$ cat config.mk
export PLATFORM = sky130hd
export DESIGN_NAME = brss_falsi_unit
export DESIGN_NICKNAME = d
export VERILOG_FILES = /design/src/rtl/brss_pkg.sv /design/src/rtl/brss_falsi_unit.sv
export SDC_FILE = /design/constraint.sdc
export NUM_CORES = 2
export LEC_CHECK = 0
export ABC_AREA = 0
export BUFFER_PORTS_ARGS = -buffer_cell sky130_fd_sc_hd__clkbuf_2
export CAP_MARGIN = 40
export CORE_MARGIN = 5
export CORE_UTILIZATION = 50
export DETAILED_ROUTE_END_ITERATION = 8
export GPL_TIMING_DRIVEN = 0
export HOLD_SLACK_MARGIN = 0.1
export PLACE_DENSITY_LB_ADDON = 0.12
export SYNTH_ARGS = -nofsm -noshare
export SYNTH_HDL_FRONTEND = slang
export SYNTH_SLANG_ARGS = --single-unit
export TNS_END_PERCENT = 100
$ cat constraint.sdc
create_clock -name i_clk -period 28.1 [get_ports i_clk]
set_input_delay 2.81 -clock i_clk [delete_from_list [all_inputs] [get_ports i_clk]]
set_output_delay 2.81 -clock i_clk [all_outputs]
set_load 0.005 [all_outputs]
$ cat src/rtl/brss_pkg.sv
// Package for the bracketed root search sequencer: widths, codes and state types.
// No dependencies; used by the sequencer, the false position unit and the checker.
`timescale 1ns / 1ps

package brss_pkg;

    localparam int VW       = 48;
    localparam int PW       = 2 * VW;
    localparam int CW       = VW - 1;
    localparam int IW       = 11;
    localparam int DIV_LAST = PW - 1;
    localparam int MUL_LAST = 5;

    localparam logic OP_START = 1'b0;
    localparam logic OP_VALUE = 1'b1;

    localparam logic KIND_REQUEST = 1'b0;
    localparam logic KIND_DONE    = 1'b1;

    localparam logic [1:0] STATUS_CONVERGED = 2'd0;
    localparam logic [1:0] STATUS_NO_CONV   = 2'd1;
    localparam logic [1:0] STATUS_SAME_SIGN = 2'd2;

    localparam logic [2:0] CFG_TOLERANCE    = 3'd0;
    localparam logic [2:0] CFG_TINY         = 3'd1;
    localparam logic [2:0] CFG_MAX_ITER     = 3'd2;
    localparam logic [2:0] CFG_SOLVER_MODE  = 3'd3;
    localparam logic [2:0] CFG_SWITCH_COUNT = 3'd4;

    localparam logic [2:0] MODE_FALSI        = 3'd0;
    localparam logic [2:0] MODE_BISECT       = 3'd1;
    localparam logic [2:0] MODE_FALSI_BISECT = 3'd2;
    localparam logic [2:0] MODE_BISECT_FALSI = 3'd3;
    localparam logic [2:0] MODE_ALTERNATE    = 3'd4;

    typedef enum logic [2:0] {
        SQ_IDLE,
        SQ_WAIT_A,
        SQ_WAIT_B,
        SQ_WAIT_P,
        SQ_ADVANCE,
        SQ_CALC
    } t_seq_state;

    typedef enum logic [2:0] {
        FU_IDLE,
        FU_MUL,
        FU_COMB,
        FU_DIV,
        FU_DONE
    } t_fu_state;

    function automatic logic [VW-1:0] f_mag(input logic signed [VW-1:0] v);
        f_mag = v[VW-1] ? (~v + 1'b1) : v;
    endfunction

endpackage

$ cat src/rtl/brss_falsi_unit.sv
// Shared false position unit: sliced multiplier for the two cross products,
// then a one bit per cycle restoring divider with saturation. Uses brss_pkg.
`timescale 1ns / 1ps

module brss_falsi_unit (
    input  logic                           i_clk,
    input  logic                           i_rst_n,
    input  logic                           i_start,
    input  logic signed [brss_pkg::VW-1:0] i_x_first,
    input  logic signed [brss_pkg::VW-1:0] i_x_second,
    input  logic signed [brss_pkg::VW-1:0] i_y_first,
    input  logic signed [brss_pkg::VW-1:0] i_y_second,
    input  logic        [brss_pkg::CW-1:0] i_tiny,
    output logic                           o_done,
    output logic signed [brss_pkg::VW-1:0] o_quotient
);

    brss_pkg::t_fu_state r_state, n_state;
    logic [6:0]              r_cnt, n_cnt;
    logic [brss_pkg::VW-1:0] r_a1, n_a1, r_b1, n_b1, r_a2, n_a2, r_b2, n_b2;
    logic                    r_s1, n_s1, r_s2, n_s2, r_dneg, n_dneg, r_neg, n_neg;
    logic [brss_pkg::VW-1:0] r_d, n_d;
    logic [brss_pkg::PW-1:0] r_m1, n_m1, r_m2, n_m2, r_num, n_num;
    logic [brss_pkg::VW-1:0] r_rem, n_rem, r_quo, n_quo;
    logic                    r_sticky, n_sticky;

    logic signed [brss_pkg::VW:0] dy;
    logic [brss_pkg::VW-1:0]      dmag, dsel, mul_a, mul_b, qsat;
    logic                         dneg_sel, sel2;
    logic [1:0]                   k;
    logic [15:0]                  slice;
    logic [63:0]                  prod;
    logic [brss_pkg::PW-1:0]      addend, nsum;
    logic                         nsgn;
    logic [brss_pkg::VW:0]        rem2;
    logic                         ge;
    logic [brss_pkg::VW-1:0]      neg_lim, pos_lim;

    always_comb begin
        neg_lim = {1'b1, {(brss_pkg::VW-1){1'b0}}};
        pos_lim = {1'b0, {(brss_pkg::VW-1){1'b1}}};

        // Denominator with its floor.
        dy       = {i_y_first[brss_pkg::VW-1], i_y_first} - {i_y_second[brss_pkg::VW-1], i_y_second};
        dneg_sel = dy[brss_pkg::VW];
        dmag     = dneg_sel ? brss_pkg::VW'(-dy) : dy[brss_pkg::VW-1:0];
        dsel     = dmag;
        if (dmag < {1'b0, i_tiny}) begin
            dsel     = {1'b0, i_tiny};
            dneg_sel = 1'b0;
        end
        if (dsel == '0) begin
            dsel = brss_pkg::VW'(1);
        end

        // One 48 by 16 slice per cycle.
        sel2  = (r_cnt >= 7'd3);
        k     = sel2 ? 2'(r_cnt - 7'd3) : r_cnt[1:0];
        mul_a = sel2 ? r_a2 : r_a1;
        mul_b = sel2 ? r_b2 : r_b1;
        unique case (k)
            2'd0:    slice = mul_b[15:0];
            2'd1:    slice = mul_b[31:16];
            default: slice = mul_b[47:32];
        endcase
        prod = 64'(mul_a) * 64'(slice);
        unique case (k)
            2'd0:    addend = {32'b0, prod};
            2'd1:    addend = {16'b0, prod, 16'b0};
            default: addend = {prod, 32'b0};
        endcase

        // Combine the cross products into a magnitude and a sign.
        if (r_s1 == r_s2) begin
            nsum = r_m1 + r_m2;
            nsgn = r_s1;
        end else if (r_m1 >= r_m2) begin
            nsum = r_m1 - r_m2;
            nsgn = r_s1;
        end else begin
            nsum = r_m2 - r_m1;
            nsgn = r_s2;
        end

        rem2 = {r_rem, r_num[brss_pkg::PW-1]};
        ge   = (rem2 >= {1'b0, r_d});

        if (r_neg) begin
            qsat       = (r_sticky || r_quo > neg_lim) ? neg_lim : r_quo;
            o_quotient = signed'(~qsat + 1'b1);
        end else begin
            qsat       = (r_sticky || r_quo > pos_lim) ? pos_lim : r_quo;
            o_quotient = signed'(qsat);
        end

        n_state  = r_state;
        n_cnt    = r_cnt;
        n_a1     = r_a1;
        n_b1     = r_b1;
        n_a2     = r_a2;
        n_b2     = r_b2;
        n_s1     = r_s1;
        n_s2     = r_s2;
        n_dneg   = r_dneg;
        n_neg    = r_neg;
        n_d      = r_d;
        n_m1     = r_m1;
        n_m2     = r_m2;
        n_num    = r_num;
        n_rem    = r_rem;
        n_quo    = r_quo;
        n_sticky = r_sticky;
        o_done   = 1'b0;

        unique case (r_state)
            brss_pkg::FU_IDLE: begin
                if (i_start) begin
                    n_a1    = brss_pkg::f_mag(i_y_first);
                    n_b1    = brss_pkg::f_mag(i_x_second);
                    n_a2    = brss_pkg::f_mag(i_y_second);
                    n_b2    = brss_pkg::f_mag(i_x_first);
                    n_s1    = i_y_first[brss_pkg::VW-1] != i_x_second[brss_pkg::VW-1];
                    n_s2    = i_y_second[brss_pkg::VW-1] == i_x_first[brss_pkg::VW-1];
                    n_d     = dsel;
                    n_dneg  = dneg_sel;
                    n_m1    = '0;
                    n_m2    = '0;
                    n_cnt   = '0;
                    n_state = brss_pkg::FU_MUL;
                end
            end
            brss_pkg::FU_MUL: begin
                if (sel2) begin
                    n_m2 = r_m2 + addend;
                end else begin
                    n_m1 = r_m1 + addend;
                end
                n_cnt = r_cnt + 7'd1;
                if (r_cnt == 7'(brss_pkg::MUL_LAST)) begin
                    n_state = brss_pkg::FU_COMB;
                end
            end
            brss_pkg::FU_COMB: begin
                n_num    = nsum;
                n_neg    = nsgn != r_dneg;
                n_rem    = '0;
                n_quo    = '0;
                n_sticky = 1'b0;
                n_cnt    = '0;
                n_state  = brss_pkg::FU_DIV;
            end
            brss_pkg::FU_DIV: begin
                n_num    = {r_num[brss_pkg::PW-2:0], 1'b0};
                n_rem    = ge ? brss_pkg::VW'(rem2 - {1'b0, r_d}) : rem2[brss_pkg::VW-1:0];
                n_sticky = r_sticky | r_quo[brss_pkg::VW-1];
                n_quo    = {r_quo[brss_pkg::VW-2:0], ge};
                n_cnt    = r_cnt + 7'd1;
                if (r_cnt == 7'(brss_pkg::DIV_LAST)) begin
                    n_state = brss_pkg::FU_DONE;
                end
            end
            brss_pkg::FU_DONE: begin
                o_done  = 1'b1;
                n_state = brss_pkg::FU_IDLE;
            end
            default: n_state = brss_pkg::FU_IDLE;
        endcase
    end

    always_ff @(posedge i_clk) begin
        if (!i_rst_n) begin
            r_state <= brss_pkg::FU_IDLE;
            r_cnt   <= '0;
        end else begin
            r_state <= n_state;
            r_cnt   <= n_cnt;
        end
    end

    always_ff @(posedge i_clk) begin
        r_a1     <= n_a1;
        r_b1     <= n_b1;
        r_a2     <= n_a2;
        r_b2     <= n_b2;
        r_s1     <= n_s1;
        r_s2     <= n_s2;
        r_dneg   <= n_dneg;
        r_neg    <= n_neg;
        r_d      <= n_d;
        r_m1     <= n_m1;
        r_m2     <= n_m2;
        r_num    <= n_num;
        r_rem    <= n_rem;
        r_quo    <= n_quo;
        r_sticky <= n_sticky;
    end

endmodule

Yosys cells after proc, flatten, opt, wreduce, memory -nomap -nowiden
Index checks and enable logic that the tools add are counted.
Widths: inputs -> output; s select.
{"block": "word_totals", "regBits": 639, "wordCells": 114}
{"block": "classes", "addsub": 15, "multipliers": 1, "n_lt_le_gt_ge": 6, "n_eq_ne": 16, "n_mux": 35, "bitwise": 6, "reduce_logical": 14}
{"cell": "$pmux 96 s2", "count": 4}
{"cell": "$mux 96", "count": 5}
{"cell": "$mux 48", "count": 8}
{"cell": "$add 96x96->96", "count": 3}
{"cell": "$add 48x1->48 const B", "count": 5}
{"cell": "$not 48->48", "count": 5}
{"cell": "$pmux 48 s2", "count": 2}
{"cell": "$sub 96x96->96", "count": 2}
{"cell": "$mux 47", "count": 4}
{"cell": "$ge 96x96->1", "count": 1}
{"cell": "$mul 48x16->64", "count": 1}
{"cell": "$ge 49x48->1", "count": 1}
{"cell": "$sub 48x48->49", "count": 1}
{"cell": "$gt 48x47->1 const B", "count": 1}
{"cell": "$gt 48x48->1 const B", "count": 1}
{"cell": "$logic_not 48->1", "count": 1}
{"cell": "$lt 48x47->1", "count": 1}
{"cell": "$neg 48->48", "count": 1}
{"cell": "$sub 48x48->48", "count": 1}
{"cell": "$pmux 16 s2", "count": 1}
{"cell": "$pmux 7 s3", "count": 1}
{"cell": "$pmux 3 s4", "count": 1}
{"cell": "$ne 2x2->1 const B", "count": 5}
{"cell": "$mux 3", "count": 3}
{"cell": "24 further kinds", "count": 34}

Logic depth before layout (Yosys ltp)
{"block": "depth", "ltp_word": 9, "ltp_mapped": 58, "ltp_nobuf": 56}

Least setup slack after synthesis
Ideal clock, no wire load.
{"block": "synth_path", "path_kind": "reg-to-reg", "start": "reg r_cnt[0]", "end": "reg r_m2[85] (netlist name), data pin", "t_arrival_ps": 12128, "path_slack_ps": 15706, "stages_incl_launch_ff": 55, "n_path_buf": 4, "synth_period_minus_slack_ps": 12394, "path_cell_list": "dfxtp_1 clkbuf_1 a211oi_1 nand2_1 xor2_1 clkbuf_1 buf_1 nand2_1 a311oi_1 a21o_1 clkbuf_1 nand2_1 fa_1 fa_1 fa_1 inv_1 fa_1 fa_1 [... 19 more ...] o21ai_0 ha_1 a21o_1 a21o_1 a21o_1 a2111oi_0 o21bai_1 a21o_1 a21o_1 a2111oi_0 a2111oi_0 nor3_1 or4_1 o21a_1 o21ai_0 a21boi_0 xor2_1 nor2_1"}
{"block": "synth_via", "elab_chain_cells": 9}
{"item": "start: declaration", "line_no": "brss_falsi_unit.sv:19", "rtl": "logic [6:0] r_cnt, n_cnt;"}
{"item": "start signal: assignment", "line_no": "brss_falsi_unit.sv:176", "rtl": "r_cnt <= n_cnt;"}
{"item": "$ge 7x2->1 or $sub 2x2->2 (tied branches)", "line_no": "brss_falsi_unit.sv:57, brss_falsi_unit.sv:58"}
{"item": "$mux 2", "line_no": "brss_falsi_unit.sv:58", "rtl": "k = sel2 ? 2'(r_cnt - 7'd3) : r_cnt[1:0];"}
{"item": "$eq 2x1->1 or $logic_not 2->1 (tied branches)", "line_no": "brss_falsi_unit.sv:61, brss_falsi_unit.sv:67"}
{"item": "$pmux 16 s2", "line_no": "brss_falsi_unit.sv:61", "rtl": "unique case (k)"}
{"item": "$mul 48x16->64", "line_no": "brss_falsi_unit.sv:66", "rtl": "prod = 64'(mul_a) * 64'(slice);"}
{"item": "$pmux 96 s2 *", "line_no": "brss_falsi_unit.sv:67", "rtl": "unique case (k)"}
{"item": "$add 96x96->96 *", "line_no": "brss_falsi_unit.sv:134", "rtl": "n_m2 = r_m2 + addend;"}
{"item": "$mux 96 *", "line_no": "brss_falsi_unit.sv:133", "rtl": "if (sel2) begin"}
{"item": "$pmux 96 s2 *", "line_no": "brss_falsi_unit.sv:115", "rtl": "unique case (r_state)"}
{"item": "end signal: assignment", "line_no": "brss_falsi_unit.sv:191", "rtl": "r_m2 <= n_m2;"}
{"item": "end: declaration", "line_no": "brss_falsi_unit.sv:23", "rtl": "logic [brss_pkg::PW-1:0] r_m1, n_m1, r_m2, n_m2, r_num, n_num;"}
Mark *: on every way between the ends. The rest lies on a longest branch, timed or not. The select of a mux whose other input is x is not followed.
A chain may end at the register's enable or synchronous reset.

Worst setup path in the final report
{"block": "layout_path", "start": "reg r_cnt[1]", "end": "reg r_m1[92] (netlist name), data pin"}
{"block": "layout_via", "elab_chain_cells": 9}
{"item": "$ge 7x2->1 or $sub 2x2->2 (tied branches)", "line_no": "brss_falsi_unit.sv:57, brss_falsi_unit.sv:58"}
{"item": "$mux 2", "line_no": "brss_falsi_unit.sv:58"}
{"item": "$eq 2x1->1 or $logic_not 2->1 (tied branches)", "line_no": "brss_falsi_unit.sv:61, brss_falsi_unit.sv:67"}
{"item": "$pmux 16 s2", "line_no": "brss_falsi_unit.sv:61"}
{"item": "$mul 48x16->64", "line_no": "brss_falsi_unit.sv:66"}
{"item": "$pmux 96 s2 *", "line_no": "brss_falsi_unit.sv:67"}
{"item": "$add 96x96->96 *", "line_no": "brss_falsi_unit.sv:136", "rtl": "n_m1 = r_m1 + addend;"}
{"item": "$mux 96 *", "line_no": "brss_falsi_unit.sv:133"}
{"item": "$pmux 96 s2 *", "line_no": "brss_falsi_unit.sv:115"}
{"item": "end signal: assignment", "line_no": "brss_falsi_unit.sv:190", "rtl": "r_m1 <= n_m1;"}
{"item": "end: declaration", "line_no": "brss_falsi_unit.sv:23"}
Marked as above.

==> results.md <==
* Share of cells above drive strength 1 at 6.17%
* TritonCTS buffer count at 81
* Starting density of the core at 50.4%
* #FFs+latches synth at 639
* RSZ-0062 raised after global routing: no
* Commonest cells post-synth: nand2_1 (1342), inv_1 (1246), nor2_1 (1071), a21oi_1 (1070), ha_1 (762)
* Vias in the first global route at 84900
* Post_cts resized at 0
* Flop-to-flop setup slack at 10.55 ns
* CTS root buffer: clkbuf_16
* Worst setup SP type: register
* DR pass1 iterations at 7
* CP most frequent cell: fa_1
* Syn_area_per_cell at 8.09 sq um
* Post-layout nets at 13300
* Crit-path max FO at 10
* Worst hold-check path type: reg -> reg
* Reg-to-reg endpoint: r_m1[92]
* DRC at 0
* H-tree Lvls at 3
* Number of synthesized flops with an enable pin at 629
* Clock sink total at 639
* Slowest cell on crit path: xor2_1
* Port bufs at 289
* DIE AREA at 0.189 sq mm
* Initial antenna violation count at 28
* First-pass GRT wire length at 542 mm
* R2r startpoint: r_cnt[1]
* Ranking of synthesized cells by area: edfxtp_1 (21%), fa_1 (14%), ha_1 (11%), a21oi_1 (5.9%), nand2_1 (5.6%)
* Gr usage total at 37.6%
* Pin count of the biggest net entering global routing at 97
* Final min period at 17.55 ns
* WL/cell at 26.2 microns
* Fin. max-slew vios at 0
* Min Hold Slack at 0.519 ns
* CP Capture Type: register
* Post-DR vias/cell at 6.24
* Setup Fix Bufs, Post-CTS at 0
* Height of the die at 435 microns
* Share of flip-flops with an asynchronous set or reset at 0%
* Crit path DAT at 18.03 ns
* Final setup violation count at 0
* Clock-pin slew on the worst setup and hold paths at 0.06 ns
* Beginning of the critical path: r_cnt[1]
* Worst setup endpoint: r_m1[92]
* Clock latency on the worst-skew pair at 0.75 ns
* Final HPWL DP at 309 mm
* Post-Syn Instances at 11200
* Synth top area share at 20.9%
* WS Path Type: reg -> reg
* Core area at 0.179 sq mm
* Area Overhead vs Synth at 9.40%
* Slew Limit Headroom at 23.7%
* Netlist area before placement at 0.0902 sq mm
* Peak Freq at 57.0 MHz
* Crit-path max cell delay at 0.81 ns
* Reg2Reg Depth at 51
* Vias at 87800
* Crit path required time at 28.58 ns
* Post-synth net total at 12800
* CTS tree: yes
* Worst-Margin Slew at 1.14 ns
* Crit share post-route at 62.4%
* Die Width at 435 microns
* Yosys warns at 0
* MaxCap Viol Count at 0
* Routability congestion estimate at 1.05
* Top-level I/O count at 291
* Antenna-violating nets left at 0
* Synth area leader: edfxtp_1
* GRT overflow at 0
* Seq/Total Area, Yosys at 21.2%
* Top-count cell post-synth: nand2_1
* Post-CTS Hold Buffers at 0
* Status: complete, no violations
* Cell area after layout at 0.0987 sq mm
* Skew final at 0.0530 ns
* Yosys cell types at 101
* Final Hold Fails at 0
* Placed Area at 0.0959 sq mm
* DRT iter0 DRCs at 9538
* Dominant synthesized flop cell: edfxtp_1
* Total Routed Length at 369 mm
* Fin Setup TNS at 0 ns
* Max clock buf depth at 3
* Row count at 155
## final cells by class
| type | instances | area (sq um) |
|---|---|---|
| Clock inverter | 52 | 628 |
| Inverter | 1246 | 4680 |
| Fill cell | 16900 | 80300 |
| Sequential cell | 639 | 19100 |
| Buffer | 494 | 1960 |
| Clock buffer | 95 | 2080 |
| Multi-Input combinational cell | 8776 | 64500 |
| Tap cell | 2355 | 2950 |
| Timing Repair Buffer | 402 | 2740 |
| Antenna cell | 13 | 32.5 |
## through the flow
| step | std cells | setup slack [ns] | utilization (%) |
|---|---|---|---|
| final | 14100 | 10.55 | 55.1 |
| after global routing | 14100 | 10.04 | 55.1 |
| after CTS | 14100 | 11.06 | 55.1 |
| after detailed placement | 13900 | 11.11 | 53.6 |
| after global placement | 13800 | 10.48 | 52.8 |
| after floorplan | 11200 | 15.71 | - |
## sequential cells by signal (all words and copies together), names as in the netlist, 48 cells and up
register and flops:
r_rem 48, r_m1 96, r_quo 48, r_b1 48
r_d 48, r_b2 48, r_a1 48, r_num 96
r_m2 96, r_a2 48
## how the worst min path moves through the flow
stage                end  startpoint  cells past startpoint
2_1_floorplan   r_cnt[5]    r_cnt[5]                      2
3_3_place_gp    r_cnt[5]    r_cnt[5]                      2
3_5_place_dp   r_num[50]   r_num[49]                      2
4_1_cts        r_num[22]   r_num[21]                      2
5_1_grt        r_num[30]   r_num[29]                      2
6_report       r_num[14]   r_num[13]                      2
## per-layer routing
metal	global-route usage (%)	up-vias	part of all wire (%)
met5	0	-	0.050
met4	19.4	26	6.4
met3	7.34	921	9.7
met2	58.4	4663	44
met1	49.9	42600	40
li1	-	39600	-
## placed cells by master, fill, tap and decap left out, types with 159 or more instances in the layout
cell	synthesis	layout
inv_1	1246	1245
o21ai_0	672	671
edfxtp_1	629	629
fa_1	649	649
xnor2_1	478	478
clkbuf_2	0	293
nor2_1	1071	1071
a21oi_1	1070	1070
nor3_1	160	160
o21bai_1	159	159
ha_1	762	762
a21o_1	310	310
nand2_1	1342	1341
clkbuf_1	420	429
xor2_1	162	162
## logic make-up after synthesis
family,synth area share (%)
simple gates,17.7
compound gates,21.1
buf+inv,7.35
fa+ha+maj,25.0
xor+xnor,6.25
flops,21.2
mux,1.46
## worst max-delay path, delay by kind of cell (launching register included)
family          cells  cell delay [ns]
simple gates        8             2.03
xor+xnor            1             0.81
flops               1             0.69
fa+ha+maj           9             4.12
buf+inv             7             1.90
compound gates     26             7.70
Power is left out: the tool's default activity adds up to more than one toggle a clock period on the data nets, which glitch-free logic cannot reach.
